### config.mk
export PLATFORM = sky130hd
export DESIGN_NAME = smooth_follow_position_tracker
export DESIGN_NICKNAME = d
export VERILOG_FILES = /design/src/design/sfpt_pkg.sv /design/src/design/smooth_follow_position_tracker.sv /design/src/design/sfpt_iter.sv /design/src/design/sfpt_core.sv
export SDC_FILE = /design/constraint.sdc
export NUM_CORES = 2
export LEC_CHECK = 0
export BUFFER_PORTS_ARGS = -buffer_cell sky130_fd_sc_hd__buf_2
export CORE_ASPECT_RATIO = 0.7
export CORE_MARGIN = 2
export CORE_UTILIZATION = 57
export DETAILED_ROUTE_END_ITERATION = 10
export GPL_TIMING_DRIVEN = 0
export PLACE_DENSITY = 0.74
export SLEW_MARGIN = 20
export SYNTH_ARGS = -nofsm -noshare
export SYNTH_HDL_FRONTEND = slang
export SYNTH_SLANG_ARGS = --single-unit
### constraint.sdc
create_clock -name clk -period 12.95 [get_ports clk]
set_input_delay 0.6475 -clock clk [delete_from_list [all_inputs] [get_ports clk]]
set_output_delay 0.6475 -clock clk [all_outputs]
set_load 0.01 [all_outputs]
### src/design/sfpt_pkg.sv
`default_nettype none
package sfpt_pkg;

	localparam int FRAC_BITS    = 8;
	localparam int STEP_DIVISOR = 60;

	localparam int POS_W      = 24;
	localparam int COORD_W    = 16;
	localparam int VIEW_W     = 13;
	localparam int GAIN_W     = 17;
	localparam int GAIN_SHIFT = 16;
	localparam int DIFF_W     = POS_W + 1;
	localparam int WIDE_W     = 2 * DIFF_W;
	localparam int REM_W      = DIFF_W + 3;
	localparam int ITER_STEPS = DIFF_W;
	localparam int CNT_W      = $clog2(ITER_STEPS);
	localparam int CTR_W      = COORD_W + 1;
	localparam int SAT_W      = (CTR_W + FRAC_BITS > DIFF_W + 1) ? CTR_W + FRAC_BITS : DIFF_W + 1;

	localparam logic [WIDE_W-1:0] SNAP_LIMIT = WIDE_W'(1) << (2 * FRAC_BITS);
	localparam logic [DIFF_W-1:0] STEP_MIN   = DIFF_W'(1) << FRAC_BITS;
	localparam logic [DIFF_W-1:0] STEP_DIV   = DIFF_W'(STEP_DIVISOR);
	localparam logic [GAIN_W-1:0] GAIN_ONE   = GAIN_W'(1) << GAIN_SHIFT;

	localparam logic [2:0] OP_JUMP        = 3'd0;
	localparam logic [2:0] OP_JUMP_CTR    = 3'd1;
	localparam logic [2:0] OP_SET_TGT     = 3'd2;
	localparam logic [2:0] OP_SET_TGT_CTR = 3'd3;
	localparam logic [2:0] OP_TICK        = 3'd4;

	localparam logic [1:0] REG_VIEW_WIDTH  = 2'd0;
	localparam logic [1:0] REG_VIEW_HEIGHT = 2'd1;
	localparam logic [1:0] REG_FOLLOW_GAIN = 2'd2;

	localparam logic [VIEW_W-1:0] VIEW_WIDTH_RST  = VIEW_W'(320);
	localparam logic [VIEW_W-1:0] VIEW_HEIGHT_RST = VIEW_W'(240);
	localparam logic [GAIN_W-1:0] GAIN_RST        = GAIN_ONE;

	typedef struct packed {
		logic [VIEW_W-1:0] view_width;
		logic [VIEW_W-1:0] view_height;
		logic [GAIN_W-1:0] follow_gain;
	} cfg_t;

	typedef struct packed {
		logic [POS_W-1:0] pos_x;
		logic [POS_W-1:0] pos_y;
		logic             at_target;
	} result_t;

	typedef struct packed {
		logic              start;
		logic              sqrt_mode;
		logic [WIDE_W-1:0] operand;
		logic [DIFF_W-1:0] divisor;
	} iter_req_t;

	typedef struct packed {
		logic              done;
		logic [DIFF_W-1:0] result;
	} iter_rsp_t;

	typedef enum logic [3:0] {
		ST_IDLE,
		ST_MUL_X,
		ST_MUL_Y,
		ST_SUM,
		ST_SQRT,
		ST_MUL_G,
		ST_GO_V,
		ST_DIV_V,
		ST_MUL_MX,
		ST_GO_X,
		ST_DIV_X,
		ST_MUL_MY,
		ST_GO_Y,
		ST_DIV_Y,
		ST_UPDATE,
		ST_FIN
	} core_state_t;

	// clamp to the signed position range
	function automatic logic [POS_W-1:0] sat_pos(input logic signed [SAT_W-1:0] v);
		logic fits;
		fits = (&v[SAT_W-1:POS_W-1]) | ~(|v[SAT_W-1:POS_W-1]);
		if (fits)
			return v[POS_W-1:0];
		else if (v[SAT_W-1])
			return {1'b1, {(POS_W-1){1'b0}}};
		else
			return {1'b0, {(POS_W-1){1'b1}}};
	endfunction

	function automatic logic [POS_W-1:0] to_fixed(input logic signed [CTR_W-1:0] pix);
		logic signed [SAT_W-1:0] scaled;
		scaled = SAT_W'(pix);
		scaled = scaled <<< FRAC_BITS;
		return sat_pos(scaled);
	endfunction

endpackage
`default_nettype wire

### src/design/smooth_follow_position_tracker.sv
// Channel   Dir  Beat contents
// s_*       in   tuser: opcode[2:0]; tdata: coord_x[15:0], coord_y[31:16]
// m_*       out  tdata: pos_x[23:0], pos_y[47:24]; tuser: at_target[0]
// APB       in   0x0 view_width, 0x4 view_height, 0x8 follow_gain
//
// A tick runs on one shared compare-subtract unit, which takes 25 steps
// each for the square root and three divisions, with a registered
// multiplier between them.
// Jump, target and unknown opcodes go straight to the result state, and a tick that snaps skips the unit.
// s_tready is high only while the sequencer is idle; a result beat waits
// in the output register, and the next input is taken meanwhile.
// Reset clears position, target and registers to their defaults at once.
`default_nettype none
module smooth_follow_position_tracker (
	input  wire logic        clk,
	input  wire logic        arst_n,
	input  wire logic        s_tvalid,
	output logic             s_tready,
	input  wire logic [31:0] s_tdata,   // coord_x[15:0], coord_y[31:16]
	input  wire logic [2:0]  s_tuser,   // opcode[2:0]
	output logic             m_tvalid,
	input  wire logic        m_tready,
	output logic [47:0]      m_tdata,   // pos_x[23:0], pos_y[47:24]
	output logic [0:0]       m_tuser,   // at_target[0]
	input  wire logic        psel,
	input  wire logic        penable,
	input  wire logic        pwrite,
	input  wire logic [3:0]  paddr,
	input  wire logic [31:0] pwdata,
	output logic [31:0]      prdata,
	output logic             pready
);
	import sfpt_pkg::*;

	cfg_t    cfg_q;
	result_t res;
	logic    idle, fin, out_free, wr_en;
	logic    m_tvalid_q;
	logic [47:0] m_tdata_q;
	logic        m_tuser_q;

	assign pready = 1'b1;
	assign wr_en  = psel && penable && pwrite && pready;

	always_ff @(posedge clk or negedge arst_n) begin
		if (!arst_n) begin
			cfg_q.view_width  <= VIEW_WIDTH_RST;
			cfg_q.view_height <= VIEW_HEIGHT_RST;
			cfg_q.follow_gain <= GAIN_RST;
		end else if (wr_en) begin
			case (paddr[3:2])
				REG_VIEW_WIDTH:  cfg_q.view_width  <= pwdata[VIEW_W-1:0];
				REG_VIEW_HEIGHT: cfg_q.view_height <= pwdata[VIEW_W-1:0];
				REG_FOLLOW_GAIN: cfg_q.follow_gain <= pwdata[GAIN_W-1:0];
				default: ;
			endcase
		end
	end

	always_comb begin
		unique case (paddr[3:2])
			REG_VIEW_WIDTH:  prdata = 32'(cfg_q.view_width);
			REG_VIEW_HEIGHT: prdata = 32'(cfg_q.view_height);
			REG_FOLLOW_GAIN: prdata = 32'(cfg_q.follow_gain);
			default:         prdata = '0;
		endcase
	end

	assign s_tready = idle;
	assign out_free = !m_tvalid_q || m_tready;

	sfpt_core u_core (
		.clk      (clk),
		.arst_n   (arst_n),
		.start    (s_tvalid && s_tready),
		.op       (s_tuser),
		.coord_x  (s_tdata[15:0]),
		.coord_y  (s_tdata[31:16]),
		.cfg      (cfg_q),
		.out_free (out_free),
		.idle     (idle),
		.fin      (fin),
		.res      (res)
	);

	always_ff @(posedge clk or negedge arst_n) begin
		if (!arst_n)
			m_tvalid_q <= 1'b0;
		else if (fin)
			m_tvalid_q <= 1'b1;
		else if (m_tready)
			m_tvalid_q <= 1'b0;
	end

	always_ff @(posedge clk) begin
		if (fin) begin
			m_tdata_q <= {res.pos_y, res.pos_x};
			m_tuser_q <= res.at_target;
		end
	end

	assign m_tvalid = m_tvalid_q;
	assign m_tdata  = m_tdata_q;
	assign m_tuser  = m_tuser_q;

endmodule
`default_nettype wire

### src/design/sfpt_iter.sv
`default_nettype none
module sfpt_iter (
	input  wire logic                 clk,
	input  wire logic                 arst_n,
	input  wire sfpt_pkg::iter_req_t  req,
	output sfpt_pkg::iter_rsp_t       rsp
);
	import sfpt_pkg::*;

	logic              busy_q;
	logic              done_q;
	logic              sqrt_q;
	logic [CNT_W-1:0]  cnt_q;
	logic [WIDE_W-1:0] opnd_q;
	logic [REM_W-1:0]  rem_q;
	logic [DIFF_W-1:0] res_q;
	logic [DIFF_W-1:0] div_q;
	logic [REM_W-1:0]  shifted;
	logic [REM_W-1:0]  trial;
	logic [REM_W:0]    diff;
	logic              fits;

	// one compare-subtract per cycle: a root digit or a quotient bit
	always_comb begin
		if (sqrt_q) begin
			shifted = {rem_q[REM_W-3:0], opnd_q[WIDE_W-1 -: 2]};
			trial   = {{(REM_W-DIFF_W-2){1'b0}}, res_q, 2'b01};
		end else begin
			shifted = {rem_q[REM_W-2:0], opnd_q[WIDE_W-1]};
			trial   = {{(REM_W-DIFF_W){1'b0}}, div_q};
		end
		diff = {1'b0, shifted} - {1'b0, trial};
		fits = ~diff[REM_W];
	end

	always_ff @(posedge clk or negedge arst_n) begin
		if (!arst_n) begin
			busy_q <= 1'b0;
			done_q <= 1'b0;
			cnt_q  <= '0;
		end else begin
			done_q <= 1'b0;
			if (req.start) begin
				busy_q <= 1'b1;
				cnt_q  <= '0;
			end else if (busy_q) begin
				cnt_q <= cnt_q + CNT_W'(1);
				if (cnt_q == CNT_W'(ITER_STEPS - 1)) begin
					busy_q <= 1'b0;
					done_q <= 1'b1;
				end
			end
		end
	end

	always_ff @(posedge clk) begin
		if (req.start) begin
			sqrt_q <= req.sqrt_mode;
			div_q  <= req.divisor;
			res_q  <= '0;
			if (req.sqrt_mode) begin
				opnd_q <= req.operand;
				rem_q  <= '0;
			end else begin
				// upper half seeds the remainder, lower half shifts in
				opnd_q <= {req.operand[WIDE_W-DIFF_W-1:0], {DIFF_W{1'b0}}};
				rem_q  <= {{(REM_W-WIDE_W+DIFF_W){1'b0}}, req.operand[WIDE_W-1:DIFF_W]};
			end
		end else if (busy_q) begin
			rem_q  <= fits ? diff[REM_W-1:0] : shifted;
			res_q  <= {res_q[DIFF_W-2:0], fits};
			opnd_q <= sqrt_q ? (opnd_q << 2) : (opnd_q << 1);
		end
	end

	assign rsp.done   = done_q;
	assign rsp.result = res_q;

endmodule
`default_nettype wire

### src/design/sfpt_core.sv
`default_nettype none
module sfpt_core (
	input  wire logic                          clk,
	input  wire logic                          arst_n,
	input  wire logic                          start,
	input  wire logic [2:0]                    op,
	input  wire logic [sfpt_pkg::COORD_W-1:0]  coord_x,
	input  wire logic [sfpt_pkg::COORD_W-1:0]  coord_y,
	input  wire sfpt_pkg::cfg_t                cfg,
	input  wire logic                          out_free,
	output logic                               idle,
	output logic                               fin,
	output sfpt_pkg::result_t                  res
);
	import sfpt_pkg::*;

	core_state_t state_q, state_d;

	logic [POS_W-1:0]  pos_x_q, pos_y_q, tgt_x_q, tgt_y_q;
	logic [DIFF_W-1:0] ax_q, ay_q, d_q, v_q, mvx_q, mvy_q;
	logic              sx_q, sy_q;
	logic [WIDE_W-1:0] prod_q, acc_q;

	iter_req_t         req;
	iter_rsp_t         rsp;

	logic [DIFF_W-1:0] mul_a, mul_b;
	logic [WIDE_W-1:0] prod_c;
	logic [WIDE_W-1:0] dist_sq;
	logic              snap;
	logic [GAIN_W-1:0] gain_eff;
	logic [DIFF_W-1:0] dx_c, dy_c;
	logic              centred;
	logic signed [CTR_W-1:0] cx, cy;
	logic [POS_W-1:0]  fix_x, fix_y;
	logic signed [DIFF_W:0] new_x, new_y;
	logic [DIFF_W:0]   move_x, move_y;

	sfpt_iter u_iter (
		.clk    (clk),
		.arst_n (arst_n),
		.req    (req),
		.rsp    (rsp)
	);

	always_comb begin
		dx_c = {tgt_x_q[POS_W-1], tgt_x_q} - {pos_x_q[POS_W-1], pos_x_q};
		dy_c = {tgt_y_q[POS_W-1], tgt_y_q} - {pos_y_q[POS_W-1], pos_y_q};

		centred = (op == OP_JUMP_CTR) || (op == OP_SET_TGT_CTR);
		cx = {coord_x[COORD_W-1], coord_x}
			- (centred ? CTR_W'(cfg.view_width[VIEW_W-1:1]) : CTR_W'(0));
		cy = {coord_y[COORD_W-1], coord_y}
			- (centred ? CTR_W'(cfg.view_height[VIEW_W-1:1]) : CTR_W'(0));
		fix_x = to_fixed(cx);
		fix_y = to_fixed(cy);

		gain_eff = (cfg.follow_gain > GAIN_ONE) ? GAIN_ONE : cfg.follow_gain;
		dist_sq  = acc_q + prod_q;
		snap     = (dist_sq <= SNAP_LIMIT);

		move_x = sx_q ? -{1'b0, mvx_q} : {1'b0, mvx_q};
		move_y = sy_q ? -{1'b0, mvy_q} : {1'b0, mvy_q};
		new_x  = {{2{pos_x_q[POS_W-1]}}, pos_x_q} + move_x;
		new_y  = {{2{pos_y_q[POS_W-1]}}, pos_y_q} + move_y;

		prod_c = mul_a * mul_b;
	end

	always_ff @(posedge clk or negedge arst_n) begin
		if (!arst_n)
			state_q <= ST_IDLE;
		else
			state_q <= state_d;
	end

	always_comb begin
		state_d = state_q;
		req     = '0;
		mul_a   = ax_q;
		mul_b   = ax_q;
		fin     = 1'b0;
		unique case (state_q)
			ST_IDLE: begin
				if (start)
					state_d = (op == OP_TICK) ? ST_MUL_X : ST_FIN;
			end
			ST_MUL_X: state_d = ST_MUL_Y;
			ST_MUL_Y: begin
				mul_a   = ay_q;
				mul_b   = ay_q;
				state_d = ST_SUM;
			end
			ST_SUM: begin
				if (snap) begin
					state_d = ST_FIN;
				end else begin
					req.start     = 1'b1;
					req.sqrt_mode = 1'b1;
					req.operand   = dist_sq;
					state_d       = ST_SQRT;
				end
			end
			ST_SQRT: if (rsp.done) state_d = ST_MUL_G;
			ST_MUL_G: begin
				mul_a   = d_q;
				mul_b   = DIFF_W'(gain_eff);
				state_d = ST_GO_V;
			end
			ST_GO_V: begin
				req.start   = 1'b1;
				req.operand = prod_q >> GAIN_SHIFT;
				req.divisor = STEP_DIV;
				state_d     = ST_DIV_V;
			end
			ST_DIV_V: if (rsp.done) state_d = ST_MUL_MX;
			ST_MUL_MX: begin
				mul_b   = v_q;
				state_d = ST_GO_X;
			end
			ST_GO_X: begin
				req.start   = 1'b1;
				req.operand = prod_q;
				req.divisor = d_q;
				state_d     = ST_DIV_X;
			end
			ST_DIV_X: if (rsp.done) state_d = ST_MUL_MY;
			ST_MUL_MY: begin
				mul_a   = ay_q;
				mul_b   = v_q;
				state_d = ST_GO_Y;
			end
			ST_GO_Y: begin
				req.start   = 1'b1;
				req.operand = prod_q;
				req.divisor = d_q;
				state_d     = ST_DIV_Y;
			end
			ST_DIV_Y: if (rsp.done) state_d = ST_UPDATE;
			ST_UPDATE: state_d = ST_FIN;
			ST_FIN: begin
				// hold until the output register can take the beat
				if (out_free) begin
					fin     = 1'b1;
					state_d = ST_IDLE;
				end
			end
			default: state_d = ST_IDLE;
		endcase
	end

	always_ff @(posedge clk or negedge arst_n) begin
		if (!arst_n) begin
			pos_x_q <= '0;
			pos_y_q <= '0;
			tgt_x_q <= '0;
			tgt_y_q <= '0;
		end else begin
			if (state_q == ST_IDLE && start && op <= OP_SET_TGT_CTR) begin
				tgt_x_q <= fix_x;
				tgt_y_q <= fix_y;
				if (op <= OP_JUMP_CTR) begin
					pos_x_q <= fix_x;
					pos_y_q <= fix_y;
				end
			end
			if (state_q == ST_SUM && snap) begin
				pos_x_q <= tgt_x_q;
				pos_y_q <= tgt_y_q;
			end
			if (state_q == ST_UPDATE) begin
				pos_x_q <= sat_pos(SAT_W'(new_x));
				pos_y_q <= sat_pos(SAT_W'(new_y));
			end
		end
	end

	always_ff @(posedge clk) begin
		prod_q <= prod_c;
		if (state_q == ST_IDLE) begin
			sx_q <= dx_c[DIFF_W-1];
			sy_q <= dy_c[DIFF_W-1];
			ax_q <= dx_c[DIFF_W-1] ? -dx_c : dx_c;
			ay_q <= dy_c[DIFF_W-1] ? -dy_c : dy_c;
		end
		if (state_q == ST_MUL_Y)
			acc_q <= prod_q;
		if (state_q == ST_SQRT && rsp.done)
			d_q <= (rsp.result == '0) ? DIFF_W'(1) : rsp.result;
		if (state_q == ST_DIV_V && rsp.done)
			v_q <= (rsp.result < STEP_MIN) ? STEP_MIN : rsp.result;
		if (state_q == ST_DIV_X && rsp.done)
			mvx_q <= rsp.result;
		if (state_q == ST_DIV_Y && rsp.done)
			mvy_q <= rsp.result;
	end

	assign idle          = (state_q == ST_IDLE);
	assign res.pos_x     = pos_x_q;
	assign res.pos_y     = pos_y_q;
	assign res.at_target = (pos_x_q == tgt_x_q) && (pos_y_q == tgt_y_q);

endmodule
`default_nettype wire

# Word-level counts from Yosys, hierarchy flattened
# Index checks and enable logic that the tools add are counted.
# classes
add_sub_neg	13
n_mul	1
order_cmp	5
n_eq_ne	29
muxes	62
n_bitwise	9
reduce_logical	38
# op_table
cell	count
$mux 24	18
$mux 50	4
$pmux 50 s3	1
$mux 27	4
$pmux 25 s2	2
$pmux 25 s3	1
$pmux 4 s16	1
$add 26x26->26	2
$mux 26	2
$mux 52	1
$neg 25->26	2
$pmux 17 s3	1
$add 50x50->50	1
$le 50x17->1 const B	1
$mul 25x25->50	1
$neg 25->25	2
$sub 24x24->25	2
$eq 24x24->1	2
$sub 17x17->17	2
$eq 4x4->1 const B	8
$mux 4	8
$sub 28x27->29	1
$mux 28	1
$logic_not 25->1	1
other kinds (36)	88
# totals
regBits	580
input_bits	78
out_inout_bits	84
word_cells	188

# Longest topological paths before layout
# depth
word_depth	12
ltp_mapped	39
ltp_nobuf	36

# Hierarchy
# A second synthesis with hierarchy kept.
# unflattened
hier_cells	6077
area_unflattened_um2	56500.4
# by_module_without_submodules
module	n_inst	cells_per_inst	area_each_um2	seq_area_each_um2
sfpt_core	1	5075	44589.0	9218.8
sfpt_iter	1	787	8260.4	3768.6
smooth_follow_position_tracker	1	215	3651.0	2581.2

# Worst setup path after synthesis
# OpenSTA, ideal clock, no wires.
# synth_path
path_type	register to register
startpoint	reg u_core.state_q[1]
endpoint	reg u_core.prod_q[47]
setup_ns	0.127
t_arrival_ns	10.362
required_time_ns	12.823
slack_ns	2.461
path_stages_with_launch	31
n_path_buf	3
period_less_slack_ns	10.489
cell_sequence	dfrtp_1 -> clkbuf_1 -> nand2b_1 -> nor3_1 -> clkbuf_1 -> a222oi_1 -> nand2_1 -> clkbuf_1 -> nand2_1 -> fa_1 -> fa_1 -> fa_1 -> fa_1 -> inv_1 -> fa_1 -> fa_1 -> inv_1 -> fa_1 -> inv_1 -> ha_1 -> a2111oi_0 -> a22o_1 -> a211oi_1 -> nand4b_1 -> a21oi_1 -> a21oi_1 -> o41ai_1 -> o21ai_0 -> a21oi_1 -> o21ai_0 -> xor2_1
# synth_between
elab_chain_cells	4
# synth_rtl
element	line_no	source
start: declaration	sfpt_core.sv:17	core_state_t state_q, state_d;
start signal: assignment	sfpt_core.sv:74	state_q <= state_d;
$eq 4x4->1 / $eq 4x2->1 (equally long branches)	sfpt_core.sv:83	unique case (state_q)
$reduce_or 2->1 (no source line)	--	
$pmux 25 s3 / $pmux 25 s2 (equally long branches)	sfpt_core.sv:83	
$mul 25x25->50 (*)	sfpt_core.sv:67	prod_c = mul_a * mul_b;
named net u_core.prod_c[47]	sfpt_core.sv:28	logic [WIDE_W-1:0] prod_c;
end signal: assignment	sfpt_core.sv:179	prod_q <= prod_c;
end: declaration	sfpt_core.sv:22	logic [WIDE_W-1:0] prod_q, acc_q;
# Mark *: on every way through the listed nets, which the timed path passes. The rest lies on a longest branch.
# A chain may end at the register's enable or synchronous reset.

# Final worst setup path
# layout_path
startpoint	reg u_core.state_q[0]
endpoint	reg u_core.prod_q[47]
# Same word-level chain as after synthesis.

==> flow_metrics.env <==
export IMPL_reg2reg_setup_slack_ns=0.80
export IMPL_initial_core_util=0.577
export IMPL_rows=95
export IMPL_slowest_delay_ns=1.00
export IMPL_yosysWarnings=0
export IMPL_cts_tree="done"
export IMPL_setup_tns_ns=0
export IMPL_fin_nets=7121
export IMPL_dieArea_sq_um=100000
export IMPL_fin_skew_ns=0.0651
export IMPL_avgSynthCellArea_sq_um=9.47
export IMPL_netlist_top_cells_count="inv_1 (747), nor2_1 (574), nand2_1 (544), fa_1 (534), ha_1 (391)"
export IMPL_synth_top_area_frac=0.192
export IMPL_synth_area_sq_um=55600
export IMPL_period_share=0.938
export IMPL_clock_latency_ns=0.68
export IMPL_drt_antenna_violating_nets=0
export IMPL_vias_per_cell=6.32
export IMPL_grt_pass1_vias=45300
export IMPL_cp_top_family="adder cells"
export IMPL_crit_start="u_core.state_q[0]$_DFFE_PN0P_"
export IMPL_io_buffers=127
export IMPL_post_cts_setup_buffer_count=0
export IMPL_finish_utilization=0.629
export IMPL_yosysUniqueCellTypes=95
export IMPL_via_count=47200
export IMPL_ys_seq_area_frac=0.280
export IMPL_antenna_found_initial=9
export IMPL_crit_path_start_kind="register"
export IMPL_clk_pin_slew_worst_paths_ns=0.07
export IMPL_overflow=0
export IMPL_cts_root_buf="clkbuf_16"
export IMPL_drv_cap=0
export IMPL_drv_slew=0
export IMPL_min_period_ns=12.15
export IMPL_worst_setup_path_type="register to register"
export IMPL_critical_path_arrival_ns=12.70
export IMPL_drc_errors=0
export IMPL_syn_inst=5875
export IMPL_synth_main_ff_cell="edfxtp_1"
export IMPL_crit_top_cell="fa_1"
export IMPL_drt_pass1_iterations=7
export IMPL_core_area_sq_um=96400
export IMPL_rsz0062_at_grt="false"
export IMPL_place_inst=7363
export IMPL_synth_edf_count=354
export IMPL_stdcell_count=7478
export IMPL_endpoint="u_core.prod_q[47]$_DFF_P_"
export IMPL_ys_ff_latch=566
export IMPL_grt_pass1_wl_um=295000
export IMPL_synth_area_leaders="fa_1 (19%), edfxtp_1 (19%), ha_1 (8.8%), dfrtp_1 (5.8%), inv_1 (5.0%)"
export IMPL_drt_iter0_markers=6128
export IMPL_clock_sinks=566
export IMPL_status="finished clean"
export IMPL_maxSlewHeadroom=0.153
export IMPL_cts_hold_buf=1
export IMPL_r2r_start="u_core.state_q[0]$_DFFE_PN0P_"
export IMPL_hold_path_class="input pin to register"
export IMPL_grt_max_degree=85
export IMPL_grt_usage=0.401
export IMPL_wl_per_cell_um=26.9
export IMPL_gp_congestion=1.08
export IMPL_setup_viol=0
export IMPL_cts_resized=0
export IMPL_slowest_stage="clkbuf_1"
export IMPL_die_y_um=265
export IMPL_die_x_um=377
export IMPL_r2r_end="u_core.prod_q[47]$_DFF_P_"
export IMPL_holdWs_ns=0.211
export IMPL_cp_required_ns=13.50
export IMPL_areaGrowthSynthToFinish_pct=8.95
export IMPL_synthArstFlopShare=0.242
export IMPL_io_pins=162
export IMPL_max_freq_mhz=82.3
export IMPL_drive_above_1_share=0.0820
export IMPL_cts_buffer_depth=3
export IMPL_worst_slew_pin_slew_ns=1.26
export IMPL_cts_buffers=59
export IMPL_yosysMostFrequentCell="inv_1"
export IMPL_dp_final_hpwl_um=163000
export IMPL_drt_wl_total_um=201000
export IMPL_h_tree_depth=2
export IMPL_r2r_cells=32
export IMPL_cp_max_fo=10
export IMPL_end_kind="register"
export IMPL_finalHoldViolations=0
export IMPL_hold_path_startpoint="pwdata[15]"
export IMPL_timing_critical_path_depth=32
export IMPL_cp_num_buf_inv=8
export IMPL_yosys_area_top_type="fa_1"
cells in the final DEF (no fill, tap or decap), types with 35 or more instances in the layout:
| cell type | instances |
|---|---|
| o21a_1 | 37 |
| nand2b_1 | 49 |
| mux2i_1 | 137 |
| nor3_1 | 62 |
| nor2b_1 | 51 |
| or2_2 | 35 |
| ha_1 | 391 |
| dfrtp_1 | 130 |
| a221o_1 | 46 |
| o211ai_1 | 36 |
| inv_1 | 747 |
| fa_1 | 534 |
| o21bai_1 | 35 |
| xor2_1 | 91 |
| edfxtp_1 | 354 |
| mux2_2 | 91 |
| and3_1 | 65 |
| a21oi_1 | 275 |
| clkbuf_16 | 62 |
| nor2_1 | 572 |
| xnor2_1 | 213 |
| a22oi_1 | 40 |
| and2_1 | 59 |
| dfxtp_1 | 75 |
| o21ai_0 | 182 |
| buf_2 | 148 |
| nand2_1 | 543 |
| a31oi_1 | 38 |
| o31ai_1 | 46 |
| a21o_1 | 127 |
| clkbuf_1 | 257 |
| nand3_1 | 53 |
| buf_4 | 37 |
per-layer routing:
metal | wire [um] | global-route usage
met1 | 85600 | 0.596
met4 | 6660 | 0.108
met5 | 470 | 0.0266
met2 | 73600 | 0.505
met3 | 35100 | 0.198
metrics by stage:
step / cell area (sq um) / setup WS (ns)
after floorplan: 55700 / 2.46
after global placement: 58000 / -1.09
after detailed placement: 58600 / 1.23
after CTS: 60600 / 1.17
after global routing: 60600 / 0.343
final: 60600 / 0.797
final cells by class:
class / instances / area (sq um)
antenna: 1 / 2.50
buffer: 301 / 1280
clock buffer: 72 / 1610
clock inverter: 39 / 388
fill: 8200 / 35800
inverter: 749 / 2810
multi-input combinational: 4273 / 36300
sequential: 566 / 15600
tap: 1309 / 1640
timing repair buffer: 168 / 1030
worst min-delay path by stage:
stage	to	slack [ns]	cells past startpoint
3_5_place_dp	u_core.acc_q[0]$_DFFE_PP_	0.47	0
5_1_grt	cfg_q[15]$_DFFE_PN0P_	0.22	2
3_3_place_gp	u_core.acc_q[0]$_DFFE_PP_	0.47	0
4_1_cts	cfg_q[15]$_DFFE_PN0P_	0.20	2
6_report	cfg_q[15]$_DFFE_PN0P_	0.21	2
2_1_floorplan	cfg_q[0]$_DFFE_PN0P_	0.35	0
sequential cells by signal, indices dropped and copies added (netlist names), 25 cells and up:
| signal | flops |
|---|---|
| u_core.u_iter.opnd_q | 50 |
| u_core.u_iter.div_q | 25 |
| u_core.acc_q | 50 |
| u_core.v_q | 25 |
| u_core.u_iter.res_q | 25 |
| u_core.prod_q | 50 |
| u_core.mvx_q | 25 |
| u_core.mvy_q | 25 |
| u_core.d_q | 25 |
| m_tdata | 48 |
| u_core.u_iter.rem_q | 27 |
| cfg_q | 43 |
| u_core.ay_q | 25 |
| u_core.ax_q | 25 |
cells by family (layout without fill, tap and decap cells):
logic type                 Yosys count  after routing  share of synthesized area
DFF                                566            566                      0.280
muxes                              228            228                     0.0431
adders and majority gates          925            925                      0.280
and+or+nand+nor                   1638           1638                      0.134
other                                2             17                   0.000135
xor gates and xnor gates           304            304                     0.0478
AOI/OAI and AO/OA                 1162           1162                      0.142
buffers and inverters             1050           1329                     0.0735
Power is left out: the tool's default activity adds up to more than one toggle a clock period on the data nets, which glitch-free logic cannot reach.
